`src/hdl/bsat_pkg.sv`:
```
// Shared types and constants of the beacon sweep angle tracker.
package bsat_pkg;

    localparam int unsigned DIV_STEPS = 16;
    localparam int unsigned CNT_W     = $clog2(DIV_STEPS);

    localparam logic [15:0] SHARE_FULL = 16'hFFFF;

    // Beacon identifiers as they arrive on the hit channel.
    localparam logic [2:0] ID_FRIEND_A = 3'd0;
    localparam logic [2:0] ID_FRIEND_B = 3'd1;
    localparam logic [2:0] ID_FRIEND_C = 3'd2;
    localparam logic [2:0] ID_ENEMY_A  = 3'd3;
    localparam logic [2:0] ID_ENEMY_B  = 3'd4;
    localparam logic [2:0] ID_ENEMY_C  = 3'd5;

    // Position in the sweep, also the code of the last beacon seen.
    localparam logic [1:0] POS_NONE = 2'd0;
    localparam logic [1:0] POS_A    = 2'd1;
    localparam logic [1:0] POS_B    = 2'd2;
    localparam logic [1:0] POS_C    = 2'd3;

    typedef enum logic [1:0] {
        K_NONE,
        K_FRIEND,
        K_ENEMY
    } t_kind;

    typedef enum logic [2:0] {
        S_IDLE,
        S_START,
        S_STEP,
        S_SAVE,
        S_EMIT,
        S_STORE
    } t_state;

    typedef struct packed {
        logic accept;
        logic div_start;
        logic div_step;
        logic div_save;
        logic div_sel;
        logic emit;
        logic enemy_write;
    } t_cmd;

    typedef struct packed {
        t_kind kind;
        logic  out_free;
    } t_stat;

endpackage

```
`src/hdl/bsat_if.sv`:
```
// Handshake channels of the tracker: beacon hits in, sweep shares out.
interface bsat_hit_if;
    logic        valid;
    logic        ready;
    logic [2:0]  beacon_id;
    logic [15:0] timestamp;

    modport source (output valid, beacon_id, timestamp, input ready);
    modport sink   (input valid, beacon_id, timestamp, output ready);
endinterface

interface bsat_share_if;
    logic        valid;
    logic        ready;
    logic [15:0] friend_first_share;
    logic [15:0] friend_second_share;
    logic [15:0] enemy_first_share;
    logic [15:0] enemy_second_share;
    logic        enemy_valid;

    modport source (output valid, friend_first_share, friend_second_share,
                    enemy_first_share, enemy_second_share, enemy_valid,
                    input ready);
    modport sink   (input valid, friend_first_share, friend_second_share,
                    enemy_first_share, enemy_second_share, enemy_valid,
                    output ready);
endinterface

```
`src/hdl/bsat_datapath.sv`:
```
// Datapath of the tracker: sweep state, shared restoring divider, output register.
module bsat_datapath (
    input  logic               i_clk,
    input  logic               i_rst_n,
    input  bsat_pkg::t_cmd     i_cmd,
    output bsat_pkg::t_stat    o_stat,
    input  logic [2:0]         i_beacon_id,
    input  logic [15:0]        i_timestamp,
    input  logic               i_out_ready,
    output logic               o_out_valid,
    output logic [15:0]        o_friend_first_share,
    output logic [15:0]        o_friend_second_share,
    output logic [15:0]        o_enemy_first_share,
    output logic [15:0]        o_enemy_second_share,
    output logic               o_enemy_valid
);
    import bsat_pkg::*;

    // Sweep state of both sides.
    logic [1:0]  r_f_last, r_e_last;
    logic        r_f_err, r_e_err;
    logic [15:0] r_f_prev_c, r_f_a, r_f_b;
    logic [15:0] r_e_prev_c, r_e_a, r_e_b;
    logic [15:0] r_e_share0, r_e_share1;

    // Divider operands and working registers.
    logic [15:0] r_total, r_diff0, r_diff1;
    logic [15:0] r_rem, r_dlo, r_quo, r_q0, r_q1;
    logic        r_sat;

    // Output register.
    logic        r_out_valid;
    logic [15:0] r_o_f0, r_o_f1, r_o_e0, r_o_e1;
    logic        r_o_ev;

    // Hit decode.
    logic        w_friend, w_enemy;
    logic [1:0]  w_pos, w_last, w_expected;
    logic        w_err, w_err_new, w_dup, w_live;
    logic [15:0] w_prev_c, w_a, w_b;

    always_comb begin
        w_friend = 1'b0;
        w_enemy  = 1'b0;
        w_pos    = POS_NONE;
        unique case (i_beacon_id)
            ID_FRIEND_A: begin w_friend = 1'b1; w_pos = POS_A; end
            ID_FRIEND_B: begin w_friend = 1'b1; w_pos = POS_B; end
            ID_FRIEND_C: begin w_friend = 1'b1; w_pos = POS_C; end
            ID_ENEMY_A:  begin w_enemy  = 1'b1; w_pos = POS_A; end
            ID_ENEMY_B:  begin w_enemy  = 1'b1; w_pos = POS_B; end
            ID_ENEMY_C:  begin w_enemy  = 1'b1; w_pos = POS_C; end
            default:     begin w_pos = POS_NONE; end
        endcase
        w_last     = w_friend ? r_f_last   : r_e_last;
        w_err      = w_friend ? r_f_err    : r_e_err;
        w_prev_c   = w_friend ? r_f_prev_c : r_e_prev_c;
        w_a        = w_friend ? r_f_a      : r_e_a;
        w_b        = w_friend ? r_f_b      : r_e_b;
        w_expected = (w_pos == POS_A) ? POS_C : w_pos - 2'd1;
        w_err_new  = w_err | (w_last != w_expected);
        w_dup      = (w_last == w_pos);
        w_live     = (w_friend | w_enemy) & ~w_dup;
    end

    // A friend C hit with an order error is dropped without any division.
    always_comb begin
        o_stat.kind = K_NONE;
        if (w_live && w_pos == POS_C) begin
            if (w_enemy) begin
                o_stat.kind = K_ENEMY;
            end else if (!w_err_new) begin
                o_stat.kind = K_FRIEND;
            end
        end
        o_stat.out_free = ~r_out_valid | i_out_ready;
    end

    always_ff @(posedge i_clk) begin
        if (!i_rst_n) begin
            r_f_last   <= POS_NONE;
            r_e_last   <= POS_NONE;
            r_f_err    <= 1'b0;
            r_e_err    <= 1'b0;
            r_f_prev_c <= '0;
            r_f_a      <= '0;
            r_f_b      <= '0;
            r_e_prev_c <= '0;
            r_e_a      <= '0;
            r_e_b      <= '0;
            r_e_share0 <= '0;
            r_e_share1 <= '0;
        end else begin
            if (i_cmd.accept && w_live) begin
                if (w_friend) begin
                    r_f_last <= w_pos;
                    // The flag of a friend C hit is consumed by that hit.
                    r_f_err  <= (w_pos == POS_C) ? 1'b0 : w_err_new;
                    if (w_pos == POS_A) r_f_a <= i_timestamp;
                    if (w_pos == POS_B) r_f_b <= i_timestamp;
                    if (w_pos == POS_C) r_f_prev_c <= i_timestamp;
                end else begin
                    r_e_last <= w_pos;
                    r_e_err  <= w_err_new;
                    if (w_pos == POS_A) r_e_a <= i_timestamp;
                    if (w_pos == POS_B) r_e_b <= i_timestamp;
                    if (w_pos == POS_C) r_e_prev_c <= i_timestamp;
                end
            end
            if (i_cmd.emit) begin
                r_e_err <= 1'b0;
            end
            if (i_cmd.enemy_write) begin
                r_e_share0 <= r_q0;
                r_e_share1 <= r_q1;
            end
        end
    end

    // Divider: N = diff * 65535 split as a 32-bit dividend; 16 quotient bits.
    logic [15:0] w_diff;
    logic [31:0] w_num;
    logic [16:0] w_trial, w_sub;
    logic        w_ge;

    always_comb begin
        w_diff  = i_cmd.div_sel ? r_diff1 : r_diff0;
        w_num   = {w_diff, 16'h0000} - {16'h0000, w_diff};
        w_trial = {r_rem, r_dlo[15]};
        w_sub   = w_trial - {1'b0, r_total};
        w_ge    = (w_trial >= {1'b0, r_total});
    end

    always_ff @(posedge i_clk) begin
        if (i_cmd.accept) begin
            r_total <= i_timestamp - w_prev_c;
            r_diff0 <= w_a - w_prev_c;
            r_diff1 <= w_b - w_a;
        end
        if (i_cmd.div_start) begin
            r_rem <= w_num[31:16];
            r_dlo <= w_num[15:0];
            r_quo <= '0;
            // A share of one or more, or an empty sweep, is full scale.
            r_sat <= (r_total == 16'h0000) || (w_diff >= r_total);
        end
        if (i_cmd.div_step) begin
            r_rem <= w_ge ? w_sub[15:0] : w_trial[15:0];
            r_dlo <= {r_dlo[14:0], 1'b0};
            r_quo <= {r_quo[14:0], w_ge};
        end
        if (i_cmd.div_save) begin
            if (i_cmd.div_sel) begin
                r_q1 <= r_sat ? SHARE_FULL : r_quo;
            end else begin
                r_q0 <= r_sat ? SHARE_FULL : r_quo;
            end
        end
    end

    always_ff @(posedge i_clk) begin
        if (!i_rst_n) begin
            r_out_valid <= 1'b0;
        end else if (i_cmd.emit) begin
            r_out_valid <= 1'b1;
        end else if (i_out_ready) begin
            r_out_valid <= 1'b0;
        end
    end

    always_ff @(posedge i_clk) begin
        if (i_cmd.emit) begin
            r_o_f0 <= r_q0;
            r_o_f1 <= r_q1;
            r_o_e0 <= r_e_err ? 16'h0000 : r_e_share0;
            r_o_e1 <= r_e_err ? 16'h0000 : r_e_share1;
            r_o_ev <= ~r_e_err;
        end
    end

    assign o_out_valid           = r_out_valid;
    assign o_friend_first_share  = r_o_f0;
    assign o_friend_second_share = r_o_f1;
    assign o_enemy_first_share   = r_o_e0;
    assign o_enemy_second_share  = r_o_e1;
    assign o_enemy_valid         = r_o_ev;

endmodule

```
`src/hdl/bsat_ctrl.sv`:
```
// Controller of the tracker: sequences acceptance, two divisions and delivery or the enemy store.
module bsat_ctrl (
    input  logic            i_clk,
    input  logic            i_rst_n,
    input  logic            i_in_valid,
    output logic            o_in_ready,
    input  bsat_pkg::t_stat i_stat,
    output bsat_pkg::t_cmd  o_cmd
);
    import bsat_pkg::*;

    t_state           r_state, n_state;
    logic [CNT_W-1:0] r_cnt, n_cnt;
    logic             r_sel, n_sel;
    logic             r_enemy, n_enemy;

    always_ff @(posedge i_clk) begin
        if (!i_rst_n) begin
            r_state <= S_IDLE;
            r_cnt   <= '0;
            r_sel   <= 1'b0;
            r_enemy <= 1'b0;
        end else begin
            r_state <= n_state;
            r_cnt   <= n_cnt;
            r_sel   <= n_sel;
            r_enemy <= n_enemy;
        end
    end

    always_comb begin
        n_state    = r_state;
        n_cnt      = r_cnt;
        n_sel      = r_sel;
        n_enemy    = r_enemy;
        o_in_ready = 1'b0;
        o_cmd      = '0;
        o_cmd.div_sel = r_sel;
        unique case (r_state)
            S_IDLE: begin
                o_in_ready   = 1'b1;
                o_cmd.accept = i_in_valid;
                if (i_in_valid && i_stat.kind != K_NONE) begin
                    n_sel   = 1'b0;
                    n_enemy = (i_stat.kind == K_ENEMY);
                    n_state = S_START;
                end
            end
            S_START: begin
                o_cmd.div_start = 1'b1;
                n_cnt   = '0;
                n_state = S_STEP;
            end
            S_STEP: begin
                o_cmd.div_step = 1'b1;
                n_cnt = r_cnt + 1'b1;
                if (r_cnt == CNT_W'(DIV_STEPS - 1)) begin
                    n_state = S_SAVE;
                end
            end
            S_SAVE: begin
                o_cmd.div_save = 1'b1;
                if (!r_sel) begin
                    n_sel   = 1'b1;
                    n_state = S_START;
                end else begin
                    n_state = r_enemy ? S_STORE : S_EMIT;
                end
            end
            S_EMIT: begin
                if (i_stat.out_free) begin
                    o_cmd.emit = 1'b1;
                    n_state    = S_IDLE;
                end
            end
            S_STORE: begin
                o_cmd.enemy_write = 1'b1;
                n_state = S_IDLE;
            end
            default: begin
                n_state = S_IDLE;
            end
        endcase
    end

endmodule

```
`src/hdl/beacon_sweep_angle_tracker.sv`:
```
// Top level of the beacon sweep angle tracker.
//
// The block takes beacon hits on the i_hit channel, one word per hit with a
// beacon id and a 16-bit timestamp, and delivers sweep shares on the o_share
// channel, one word per accepted friend C hit whose sweep had no order error.
// Both channels move a word at a rising edge where valid and ready are high.
//
// A hits, B hits, repeated beacons, unused ids and a friend C hit that is
// dropped for an order error pass without a stall: ready stays high and the
// next word can follow at once. A friend or enemy C hit runs two 16-bit
// restoring divisions on one shared divider, each a load step, one step per
// quotient bit and a save step, with input ready low until the result is
// emitted or stored. A friend result enters the output register once that
// is free; it is offered on o_share in the cycle after it is loaded.
//
// The output register keeps a result until the receiver takes it, and the
// block keeps accepting hits meanwhile. Only a second friend result waits
// in the controller, with input ready low, until the register is free.
// Synchronous reset clears all sweep state and empties the output register.
module beacon_sweep_angle_tracker (
    input  logic         i_clk,
    input  logic         i_rst_n,
    bsat_hit_if.sink     i_hit,
    bsat_share_if.source o_share
);
    import bsat_pkg::*;

    t_cmd  w_cmd;
    t_stat w_stat;
    logic  w_in_ready;

    assign i_hit.ready = w_in_ready;

    bsat_ctrl u_ctrl (
        .i_clk      (i_clk),
        .i_rst_n    (i_rst_n),
        .i_in_valid (i_hit.valid),
        .o_in_ready (w_in_ready),
        .i_stat     (w_stat),
        .o_cmd      (w_cmd)
    );

    bsat_datapath u_datapath (
        .i_clk                 (i_clk),
        .i_rst_n               (i_rst_n),
        .i_cmd                 (w_cmd),
        .o_stat                (w_stat),
        .i_beacon_id           (i_hit.beacon_id),
        .i_timestamp           (i_hit.timestamp),
        .i_out_ready           (o_share.ready),
        .o_out_valid           (o_share.valid),
        .o_friend_first_share  (o_share.friend_first_share),
        .o_friend_second_share (o_share.friend_second_share),
        .o_enemy_first_share   (o_share.enemy_first_share),
        .o_enemy_second_share  (o_share.enemy_second_share),
        .o_enemy_valid         (o_share.enemy_valid)
    );

    // A C hit that starts a division holds off the next word.
    a_busy_after_c: assert property (@(posedge i_clk) disable iff (!i_rst_n)
        (w_cmd.accept && w_stat.kind != K_NONE) |=> !i_hit.ready)
        else $error("input accepted while a division was starting");

    // A result loaded into the output register is offered in the next cycle.
    a_emit_shows: assert property (@(posedge i_clk) disable iff (!i_rst_n)
        w_cmd.emit |=> o_share.valid)
        else $error("emitted result not offered on the output");

    // An invalid enemy sweep carries zero shares.
    a_enemy_zero: assert property (@(posedge i_clk) disable iff (!i_rst_n)
        (o_share.valid && !o_share.enemy_valid) |->
        (o_share.enemy_first_share == 16'h0000 &&
         o_share.enemy_second_share == 16'h0000))
        else $error("enemy shares nonzero while enemy is invalid");

endmodule

```
`src/flat_wrapper.sv`:
```
// flat-port wrapper written by rule: the top's interface ports become plain ports
module beacon_sweep_angle_tracker_flat import bsat_pkg::*;
  (i_clk, i_rst_n, i_hit_valid, i_hit_beacon_id, i_hit_timestamp, i_hit_ready, o_share_valid, o_share_friend_first_share, o_share_friend_second_share, o_share_enemy_first_share, o_share_enemy_second_share, o_share_enemy_valid, o_share_ready);
  bsat_hit_if i_hit_i ();
  bsat_share_if o_share_i ();
  input  logic i_clk;
  input  logic i_rst_n;
  input wire logic [$bits(i_hit_i.valid)-1:0] i_hit_valid;
  input wire logic [$bits(i_hit_i.beacon_id)-1:0] i_hit_beacon_id;
  input wire logic [$bits(i_hit_i.timestamp)-1:0] i_hit_timestamp;
  output wire logic [$bits(i_hit_i.ready)-1:0] i_hit_ready;
  output wire logic [$bits(o_share_i.valid)-1:0] o_share_valid;
  output wire logic [$bits(o_share_i.friend_first_share)-1:0] o_share_friend_first_share;
  output wire logic [$bits(o_share_i.friend_second_share)-1:0] o_share_friend_second_share;
  output wire logic [$bits(o_share_i.enemy_first_share)-1:0] o_share_enemy_first_share;
  output wire logic [$bits(o_share_i.enemy_second_share)-1:0] o_share_enemy_second_share;
  output wire logic [$bits(o_share_i.enemy_valid)-1:0] o_share_enemy_valid;
  input wire logic [$bits(o_share_i.ready)-1:0] o_share_ready;
  assign i_hit_i.valid = i_hit_valid;
  assign i_hit_i.beacon_id = i_hit_beacon_id;
  assign i_hit_i.timestamp = i_hit_timestamp;
  assign i_hit_ready = i_hit_i.ready;
  assign o_share_valid = o_share_i.valid;
  assign o_share_friend_first_share = o_share_i.friend_first_share;
  assign o_share_friend_second_share = o_share_i.friend_second_share;
  assign o_share_enemy_first_share = o_share_i.enemy_first_share;
  assign o_share_enemy_second_share = o_share_i.enemy_second_share;
  assign o_share_enemy_valid = o_share_i.enemy_valid;
  assign o_share_i.ready = o_share_ready;
  beacon_sweep_angle_tracker u_core (.i_clk(i_clk), .i_rst_n(i_rst_n), .i_hit(i_hit_i), .o_share(o_share_i));
endmodule
```
`config.mk`:
```
export PLATFORM = sky130hd
export DESIGN_NAME = beacon_sweep_angle_tracker_flat
export DESIGN_NICKNAME = d
export VERILOG_FILES = /design/src/hdl/bsat_pkg.sv /design/src/hdl/bsat_if.sv /design/src/hdl/bsat_datapath.sv /design/src/hdl/bsat_ctrl.sv /design/src/hdl/beacon_sweep_angle_tracker.sv /design/src/flat_wrapper.sv
export SDC_FILE = /design/constraint.sdc
export NUM_CORES = 1
export LEC_CHECK = 0
export BUFFER_PORTS_ARGS = -buffer_cell sky130_fd_sc_hd__buf_4
export CAP_MARGIN = 30
export CORE_MARGIN = 2
export CORE_UTILIZATION = 45
export DETAILED_ROUTE_END_ITERATION = 6
export GPL_ROUTABILITY_DRIVEN = 0
export PLACE_DENSITY = 0.61
export SLEW_MARGIN = 10
export SYNTH_ARGS = -nofsm -noshare
export SYNTH_HDL_FRONTEND = slang
export SYNTH_HIERARCHICAL = 1
export SYNTH_SLANG_ARGS = --single-unit
export TNS_END_PERCENT = 50
```
`constraint.sdc`:
```
create_clock -name i_clk -period 5.84 [get_ports i_clk]
set_input_delay 0.876 -clock i_clk [delete_from_list [all_inputs] [get_ports i_clk]]
set_output_delay 0.876 -clock i_clk [all_outputs]
set_load 0.05 [all_outputs]
```
==> results of run 1 <==
==> synthesized netlist by cell type, types with 7 or more instances <==
cell type	n
buf_1	11
buf_2	10
nand2b_1	37
xnor2_1	63
mux2i_1	143
and2_1	25
nor3_1	35
or2_2	24
o211ai_1	10
nand2_1	173
nand3_1	15
a211oi_1	10
a21boi_0	36
xor2_1	38
nor2_1	96
maj3_1	16
a31oi_1	19
nand4_1	7
o31ai_1	11
inv_1	70
mux2_2	14
a21o_1	18
clkbuf_1	59
o21ai_0	78
ha_1	55
edfxtp_1	193
a21oi_1	73
nor2b_1	161
nand3b_1	8
dfxtp_1	145
nor4_1	9
==> report_power, final <==
part	switching (mW)	internal [mW]	leakage [nW]	total, mW
clock network	0.989	1.43	0.623	2.42
registers	0.0583	2.63	2.96	2.68
logic	0.467	0.312	3.89	0.779
==> per-layer routing <==
metal  wire length (µm)  GRT usage [%]  vias up
met1              20090          28.89     6077
met5                  0              0        -
met2              19300          32.40      265
li1                   -              -     6342
met4               1099          6.522        0
met3               1830          3.444       76
==> layout by cell type (no fill, tap or decap), types with 70 or more instances in the layout <==
master	Yosys	final
a21oi_1	73	72
buf_4	3	107
dfxtp_1	145	145
edfxtp_1	193	193
inv_1	70	70
mux2i_1	143	143
nand2_1	173	173
nor2_1	96	94
nor2b_1	161	161
o21ai_0	78	78
==> area by class of cell <==
type                            count  share of cell area (%)
Multi-Input combinational cell   1268                   42.45
Sequential cell                   338                   42.45
Timing Repair Buffer              112                   4.342
Clock buffer                       53                   5.252
Tap cell                          525                   3.206
Inverter                           70                   1.282
Clock inverter                     15                   1.014
==> worst paths after layout <==
| kind | slack, ns | cells past startpoint | endpoint |
|---|---|---|---|
| setup / recovery | 1.76 | 15 | u_core/u_datapath/r_diff1[14]$_DFFE_PP_ |
| hold reg to reg | 0.45 | 0 | u_core/u_datapath/o_friend_first_share[14]$_DFFE_PP_ |
| setup reg to reg | 2.18 | 12 | u_core/u_datapath/r_sat$_DFFE_PP_ |
| hold / removal | 0.45 | 0 | u_core/u_datapath/o_friend_first_share[14]$_DFFE_PP_ |
==> cells by family after synthesis <==
family / synth area share (%)
and+or+nand+nor: 17.81
DFF: 48.34
AOI/OAI and AO/OA: 11.34
buffers and inverters: 3.574
muxes: 8.832
xor gates and xnor gates: 5.042
adders and majority gates: 5.063
==> metrics by stage <==
step	std cells	utilization (%)	power (mW)
floorplan	1763	-	3.287
global placement	2309	48.28	3.484
detailed placement	2313	48.45	3.506
CTS	2381	51.69	5.946
global route	2381	51.69	6.149
finish	2381	51.69	5.887
==> flow_summary.yaml, run 1 <==
placed_design:
  place_area_mm2: 0.01921
  io_buffers: 89
  hpwl_um: 29840
  dpl_worst_slack_ns: 1.258
clock_tree:
  cts_buffers: 37
  clkSinkCount: 338
  cts_buffer_depth: 3
  cts-resized-gates: 0
  cts.clk_slew.worst_paths_ns: 0.06
  clk_latency_ns: 0.56
  cts_tree: "yes"
  post_cts_buffers: 0
  cts_htree_levels: 2
  postCtsHoldBufs: 0
  cts-root-buf: "clkbuf_16"
finish:
  n_fill_cell: 3611
  seq_area_mm2: 0.008698
  fin_nets: 1907
  final_layout_size_suffix_gt1_share_pct: 12.45
  area_growth_pct: 13.88
  multi_input_area_mm2: 0.008698
  antenna_cells: 0
  fin_area_mm2: 0.02049
sta:
  fmax_mhz: 245.3
  rsz0062_at_grt: "no"
  fin_crit_sh_pct: 69.79
  finalHoldViolCount: 0
  relSlewSlack_pct: 41.24
  fin_tns_setup_ns: 0
  period_minus_slack_ns: 4.076
  setup_viol: 0
  fin_skew_ns: 0.02217
  layout_setup_ws_ns: 1.764
  hold_ws_ns: 0.4529
  worst_slew_pin_slew_ns: 0.8815
  slew_violations: 0
worst_setup_path:
  worst-endpoint-arrival_ns: 4.50
  crit_path_max_incr_delay_ns: 0.54
  critical-path-top-delay-family: "compound AO/OA/AOI/OAI gates"
  startpoint_type: "input pin"
  path_buf_inv: 2
  worst-setup-path-type: "input pin to flip-flop"
  critPathRequiredTime_ns: 6.26
  cp_slowest_cell: "or4b_1"
  path_common_cell: "a21oi_1"
  reg2reg_from: "u_core/u_ctrl/r_sel$_SDFFE_PN0P_"
  startpoint: "i_hit_beacon_id[1]"
  critPathMaxFanout: 32
  cp_cell_sequence: "buf_4, a21o_2, buf_4, nor2_1, a21oi_1, ha_1, a21oi_1, nand2_1, a211oi_1, a21oi_1, a41o_1, a21oi_1, o21ai_0, or4b_1, nand3_1"
  end_kind: "flip-flop"
floorplan:
  start_util_pct: 45.39
  die_area_mm2: 0.04160
  io_pins: 90
  die_w_um: 204.0
  rows: 73
  die_h_um: 204.0
  core_area_mm2: 0.03964
power_and_ir_drop:
  power_density_mw_per_mm2: 287.3
  p_leak_nw: 7.471
  ir_drop_mv: 0.2123
synthesis:
  synth_flop_cell: "edfxtp_1"
  syn-cell-area_mm2: 0.01799
  synth.avg_cell_area_um2: 10.21
  synth_cell_type_count: 80
  ys_seq_elements: 338
  synthCells: 1763
  synth-edff-count: 193
  synthTopCellsByArea: "edfxtp_1 (32%), dfxtp_1 (16%), mux2i_1 (8.0%)"
  ys_seq_area_share_pct: 48.34
  netlist.area_leader.share_pct: 32.21
  async_flop_share_pct: 0
  syn_nets: 1843
  yosys.area.top_type: "edfxtp_1"
  ys_warn_count: 6
global_route:
  antenna_found_initial: 0
  grt_pass1_vias: 12359
  grt_max_degree: 82
  grt_pass1_wl_um: 67610
  track_usage_pct: 20.56
  gr-total-overflow: 0
hold_path:
  worstHoldStart: "u_core/u_datapath/r_q0[14]$_DFFE_PP_"
  holdCritPathClass: "flip-flop to flip-flop"
routing:
  vias_per_cell: 5.359
  vias: 12760
  drt_wl_total_um: 42320
  drt_iter0_drc: 879
  wl_per_cell_um: 17.77
  postRouteAntennaNets: 0
  drc: 0
  first_pass_iters: 5
job:
  drv_cap: 0
status:
  outcome: "finished, final reports clean"
No activity file was read; power rests on OpenSTA's default activity.
==> inputs of run 2 (changes only) <==
--- a/config.mk
+++ b/config.mk
@@ -11,7 +11,7 @@
 export CORE_UTILIZATION = 45
 export DETAILED_ROUTE_END_ITERATION = 6
 export GPL_ROUTABILITY_DRIVEN = 0
-export PLACE_DENSITY = 0.61
+export PLACE_DENSITY = 0.63
 export SLEW_MARGIN = 10
 export SYNTH_ARGS = -nofsm -noshare
 export SYNTH_HDL_FRONTEND = slang
==> constraint.sdc (replaced) <==
create_clock -name i_clk -period 3.4 [get_ports i_clk]
set_input_delay 0.51 -clock i_clk [delete_from_list [all_inputs] [get_ports i_clk]]
set_output_delay 0.51 -clock i_clk [all_outputs]
set_load 0.05 [all_outputs]
==> run 2 against run 1 <==
Via count increased by 1.4%. Clock-buffer cell count down 3. Worst hold slack got worse by 0.21 ns. Sequential share of layout area shrank 1.2 points. Clock power increased by 62%. Critical endpoint is now u_core/u_datapath/r_rem[12]$_DFFE_PP_. Largest cell class is now multi-input combinational cells.
==> flow_summary.yaml, run 2 (synthesis results as in run 1) <==
clock_tree:
  cts.clk_slew.worst_paths_ns: 0.06
  cts-root-buf: "clkbuf_16"
  clkSinkCount: 338
  clk_latency_ns: 0.57
  cts_tree: "yes"
  post_cts_buffers: 0
  cts_buffer_depth: 3
  postCtsHoldBufs: 0
  cts_htree_levels: 2
  cts-resized-gates: 0
  cts_buffers: 38
finish:
  final_cell_mix: "edfxtp_1 (193), nand2_1 (173), buf_4 (170)"
  area_growth_pct: 17.08
  final_layout_size_suffix_gt1_share_pct: 15.90
  fin_cells: 2450
  fin_nets: 1976
  antenna_cells: 0
  final_common_cell: "edfxtp_1"
sta:
  fmax_mhz: 320.2
  rsz0062_at_grt: "no"
  slew_violations: 0
  layout_setup_ws_ns: 0.2769
  relSlewSlack_pct: 46.95
  worst_slew_pin_slew_ns: 0.7957
  fin_skew_ns: 0.03063
  hold_ws_ns: 0.2477
  fin_crit_sh_pct: 91.85
  setup_viol: 0
  period_minus_slack_ns: 3.123
  finalHoldViolCount: 0
hold_path:
  holdCritPathClass: "input pin to flip-flop"
worst_setup_path:
  cp_cell_sequence: "inv_1, ha_1, nor2b_1, o21ai_0, a21boi_0, o21ai_1, a21oi_1, a31oi_1, o21ai_0, a21oi_2, buf_12, mux2i_1, a21oi_1"
  crit_path_max_incr_delay_ns: 0.39
  worst-setup-path-type: "flip-flop to flip-flop"
  cp_slowest_cell: "edfxtp_1"
  critPathRequiredTime_ns: 3.65
  critPathMaxFanout: 19
  worst-endpoint-arrival_ns: 3.38
  startpoint_type: "flip-flop"
  path_buf_inv: 2
  end_kind: "flip-flop"
  critical-path-top-delay-family: "compound AO/OA/AOI/OAI gates"
placed_design:
  hpwl_um: 29630
  io_buffers: 89
  dp_cells: 2380
  dpl_worst_slack_ns: -0.05264
power_and_ir_drop:
  power_mw: 9.957
  p_leak_nw: 7.784
  power_density_mw_per_mm2: 472.7
  ir_drop_mv: 0.3113
global_route:
  met3_usage_pct: 3.699
  grt.busiest_layer: "met2"
  grt_max_degree: 105
  gr-usage-met2_pct: 32.69
  track_usage_pct: 19.74
  grt_pass1_wl_um: 65920
  antenna_found_initial: 0
  grt_use_met1_pct: 26.23
  gr-total-overflow: 0
  grt_pass1_vias: 12652
routing:
  wl_per_cell_um: 16.64
  first_pass_iters: 5
  vias_per_cell: 5.280
  vias: 12936
  drt_iter0_drc: 607
  postRouteAntennaNets: 0
  drc: 0
  drt_wl_total_um: 40770
status:
  outcome: "finished, final reports clean"
job:
  drv_cap: 0
floorplan:
  core_area_mm2: 0.03964
  die_h_um: 204.0
  die_area_mm2: 0.04160
  rows: 73
  io_pins: 90
  die_w_um: 204.0
  start_util_pct: 45.39
## run 2: cell count changes in the layout (fill, tap and decap cells not counted), moves of 4 or more
cell and delta:
buf_4 +63, o21ai_0 -7, buf_12 +7, clkinv_1 +4, o21ai_1 +4, clkbuf_8 -8
## run 2: per-stage QoR
stage	cell area (µm²)	util (%)	TNS (ns)
2_1_floorplan	18160	-	-4.988
3_3_place_gp	19840	50.04	-0.03804
3_5_place_dp	19840	50.04	-0.1155
4_1_cts	21050	53.09	0
5_1_grt	21070	53.14	0
6_report	21070	53.14	0
## run 2: worst paths after layout
check,slack [ns],startpoint,to,cells after the start
hold reg to reg,0.45,u_core/u_datapath/r_q0[13]$_DFFE_PP_,u_core/u_datapath/o_friend_first_share[13]$_DFFE_PP_,0
setup reg to reg,0.28,u_core/u_datapath/r_total[1]$_DFFE_PP_,u_core/u_datapath/r_rem[12]$_DFFE_PP_,13
hold / removal,0.25,i_hit_timestamp[0],u_core/u_datapath/r_f_a[0]$_SDFFE_PN0P_,3
setup / recovery,0.28,u_core/u_datapath/r_total[1]$_DFFE_PP_,u_core/u_datapath/r_rem[12]$_DFFE_PP_,13
## run 2: report_power, final
| group | switching (mW) | leakage, nW | total, mW | internal [mW] |
|---|---|---|---|---|
| Clock | 1.69 | 0.583 | 3.93 | 2.24 |
| Combinational | 0.805 | 4.24 | 1.43 | 0.620 |
| Sequential | 0.0926 | 2.96 | 4.60 | 4.51 |
| Total | 2.58 | 7.78 | 9.96 | 7.37 |
## run 2: worst reg2reg max path: cells and delay by family (launching register included)
| kind | cells | cell delay [ns] |
|---|---|---|
| AO/OA/AOI/OAI | 8 | 1.51 |
| flip-flops | 1 | 0.39 |
| buffers and inverters | 2 | 0.30 |
| adder cells (fa/ha/maj) | 1 | 0.25 |
| multiplexers | 1 | 0.23 |
| AND/OR/NAND/NOR | 1 | 0.14 |
## run 2: metal layers
layer | routed length, µm | share of wire, %
met3 | 1674 | 4.1
met4 | 1005 | 2.5
met1 | 19020 | 47
met5 | 0 | 0
met2 | 19070 | 47
## run 2: area by class of cell
cell class                 count  area, µm²
clock inverter                19      182.7
multi-input combinational   1268       8761
fill                        3601      18580
inverter                      70      262.8
sequential                   338       8698
clock buffer                  50       1027
tap                          525      656.9
timing repair buffer         180       1476
==> inputs of run 3 (changes only) <==
--- a/config.mk
+++ b/config.mk
@@ -5,7 +5,7 @@
 export SDC_FILE = /design/constraint.sdc
 export NUM_CORES = 1
 export LEC_CHECK = 0
-export BUFFER_PORTS_ARGS = -buffer_cell sky130_fd_sc_hd__buf_4
+export BUFFER_PORTS_ARGS = -buffer_cell sky130_fd_sc_hd__buf_2
 export CAP_MARGIN = 30
 export CORE_MARGIN = 2
 export CORE_UTILIZATION = 45
==> run 3 against run 2 <==
Critical path depth shrank 4. Combinational power is essentially flat. Utilization shrank 0.49 points. Sequential share of layout area grew 0.38 points. Global-route usage grew 0.084 points. Clock skew shrank 0.0084 ns. Via count shrank 0.52%. Worst setup slack lost 0.095 ns. Die area is the same. Sequential cell count is the same. Clock-buffer cell count grew 6.
==> flow_summary.yaml, run 3 (synthesis results as in run 1) <==
power_and_ir_drop:
  p_leak_nw: 7.710
  power_density_mw_per_mm2: 477.2
  power_mw: 9.961
  ir_drop_mv: 0.3463
placed_design:
  dpl_worst_slack_ns: -0.07959
  dp_cells: 2382
  io_buffers: 89
  hpwl_um: 29530
global_route:
  track_usage_pct: 19.82
  antenna_found_initial: 1
  grt_pass1_vias: 12631
  gr-total-overflow: 0
  grt_max_degree: 102
  grt_pass1_wl_um: 65810
worst_setup_path:
  reg2reg_slack_ns: 0.18
  startpoint_type: "flip-flop"
  end_kind: "flip-flop"
  endpoint: "u_core/u_datapath/r_rem[15]$_DFFE_PP_"
  critPathMaxFanout: 10
  reg2reg_from: "u_core/u_ctrl/r_sel$_SDFFE_PN0P_"
  reg2reg_depth: 9
  startpoint: "u_core/u_ctrl/r_sel$_SDFFE_PN0P_"
  worst-endpoint-arrival_ns: 3.53
  worst-setup-path-type: "flip-flop to flip-flop"
  rr_endpoint: "u_core/u_datapath/r_rem[15]$_DFFE_PP_"
  critPathRequiredTime_ns: 3.71
sta:
  setup_viol: 0
  rsz0062_at_grt: "no"
  hold_ws_ns: 0.2687
  slew_violations: 0
  worst_slew_pin_slew_ns: 0.8178
  fmax_mhz: 310.7
  relSlewSlack_pct: 45.48
  fin_skew_ns: 0.02225
  fin_tns_setup_ns: 0
  fin_crit_sh_pct: 94.65
  period_minus_slack_ns: 3.218
  finalHoldViolCount: 0
  layout_setup_ws_ns: 0.1819
routing:
  postRouteAntennaNets: 0
  drc: 0
  first_pass_iters: 5
  vias: 12869
  drt_iter0_drc: 628
  wl_per_cell_um: 16.62
  drt_wl_total_um: 40790
  vias_per_cell: 5.244
hold_path:
  holdCritPathClass: "input pin to flip-flop"
  worstHoldStart: "i_hit_timestamp[0]"
finish:
  final_common_cell: "edfxtp_1"
  fin_cells: 2454
  final_cell_mix: "edfxtp_1 (193), nand2_1 (173), nor2b_1 (161)"
  area_growth_pct: 16.01
  fin_nets: 1978
  final_layout_size_suffix_gt1_share_pct: 15.98
clock_tree:
  cts-resized-gates: 0
  cts-root-buf: "clkbuf_16"
  cts_htree_levels: 2
  cts_tree: "yes"
  cts.clk_slew.worst_paths_ns: 0.06
  clk_latency_ns: 0.57
  postCtsHoldBufs: 0
  post_cts_buffers: 0
  cts_buffer_depth: 3
  cts_buffers: 38
  clkSinkCount: 338
floorplan:
  die_area_mm2: 0.04160
  start_util_pct: 45.39
  core_area_mm2: 0.03964
  rows: 73
  io_pins: 90
  die_w_um: 204.0
  die_h_um: 204.0
job:
  drv_cap: 0
status:
  outcome: "finished, final reports clean"
[run 3: metal layers]
metal  up-vias  wire (µm)  track usage [%]
met1      6072      19340            26.84
met5         -          0                0
li1       6493          -                -
met2       241      18840            32.25
met4         0       1063            7.091
met3        63       1536            3.125
[run 3: layout make-up]
class	instances	area, µm²
antenna	1	2.502
sequential	338	8698
clock inverter	14	191.4
multi-input combinational	1268	8761
clock buffer	56	1028
timing repair buffer	182	1271
inverter	70	262.8
tap	525	656.9
fill	3535	18770
[run 3: power by group]
group          switching, mW  internal, mW  leakage, nW
Sequential            0.0977          4.51         2.96
Combinational          0.800         0.602         4.17
Clock                   1.72          2.23        0.578
[run 3: critical path, stage by stage, from the launching register on]
cell and delay, ns:
dfxtp_1 0.63, buf_4 0.24, mux2_2 0.39, or3_1 0.46, nor3_1 0.40, nand2_1 0.21
o21ai_0 0.32, nor2_1 0.07, a31oi_1 0.13, o21ai_0 0.10
[run 3: how the worst min path moves through the flow]
| stage | to | cells after the start | slack [ns] |
|---|---|---|---|
| finish | u_core/u_datapath/r_f_a[0]$_SDFFE_PN0P_ | 3 | 0.27 |
| global route | u_core/u_datapath/r_e_prev_c[1]$_SDFFE_PN0P_ | 3 | 0.25 |
| CTS | u_core/u_datapath/r_f_a[0]$_SDFFE_PN0P_ | 3 | 0.23 |
| detailed placement | u_core/u_datapath/o_friend_second_share[14]$_DFFE_PP_ | 0 | 0.44 |
| global placement | u_core/u_datapath/o_friend_second_share[14]$_DFFE_PP_ | 0 | 0.44 |
| floorplan | u_core/u_datapath/o_friend_first_share[0]$_DFFE_PP_ | 0 | 0.43 |
[run 3: through the flow]
stage | utilization [%] | area (µm²)
global route | 52.65 | 20870
floorplan | - | 18160
detailed placement | 49.52 | 19630
finish | 52.65 | 20870
global placement | 49.52 | 19630
CTS | 52.60 | 20850
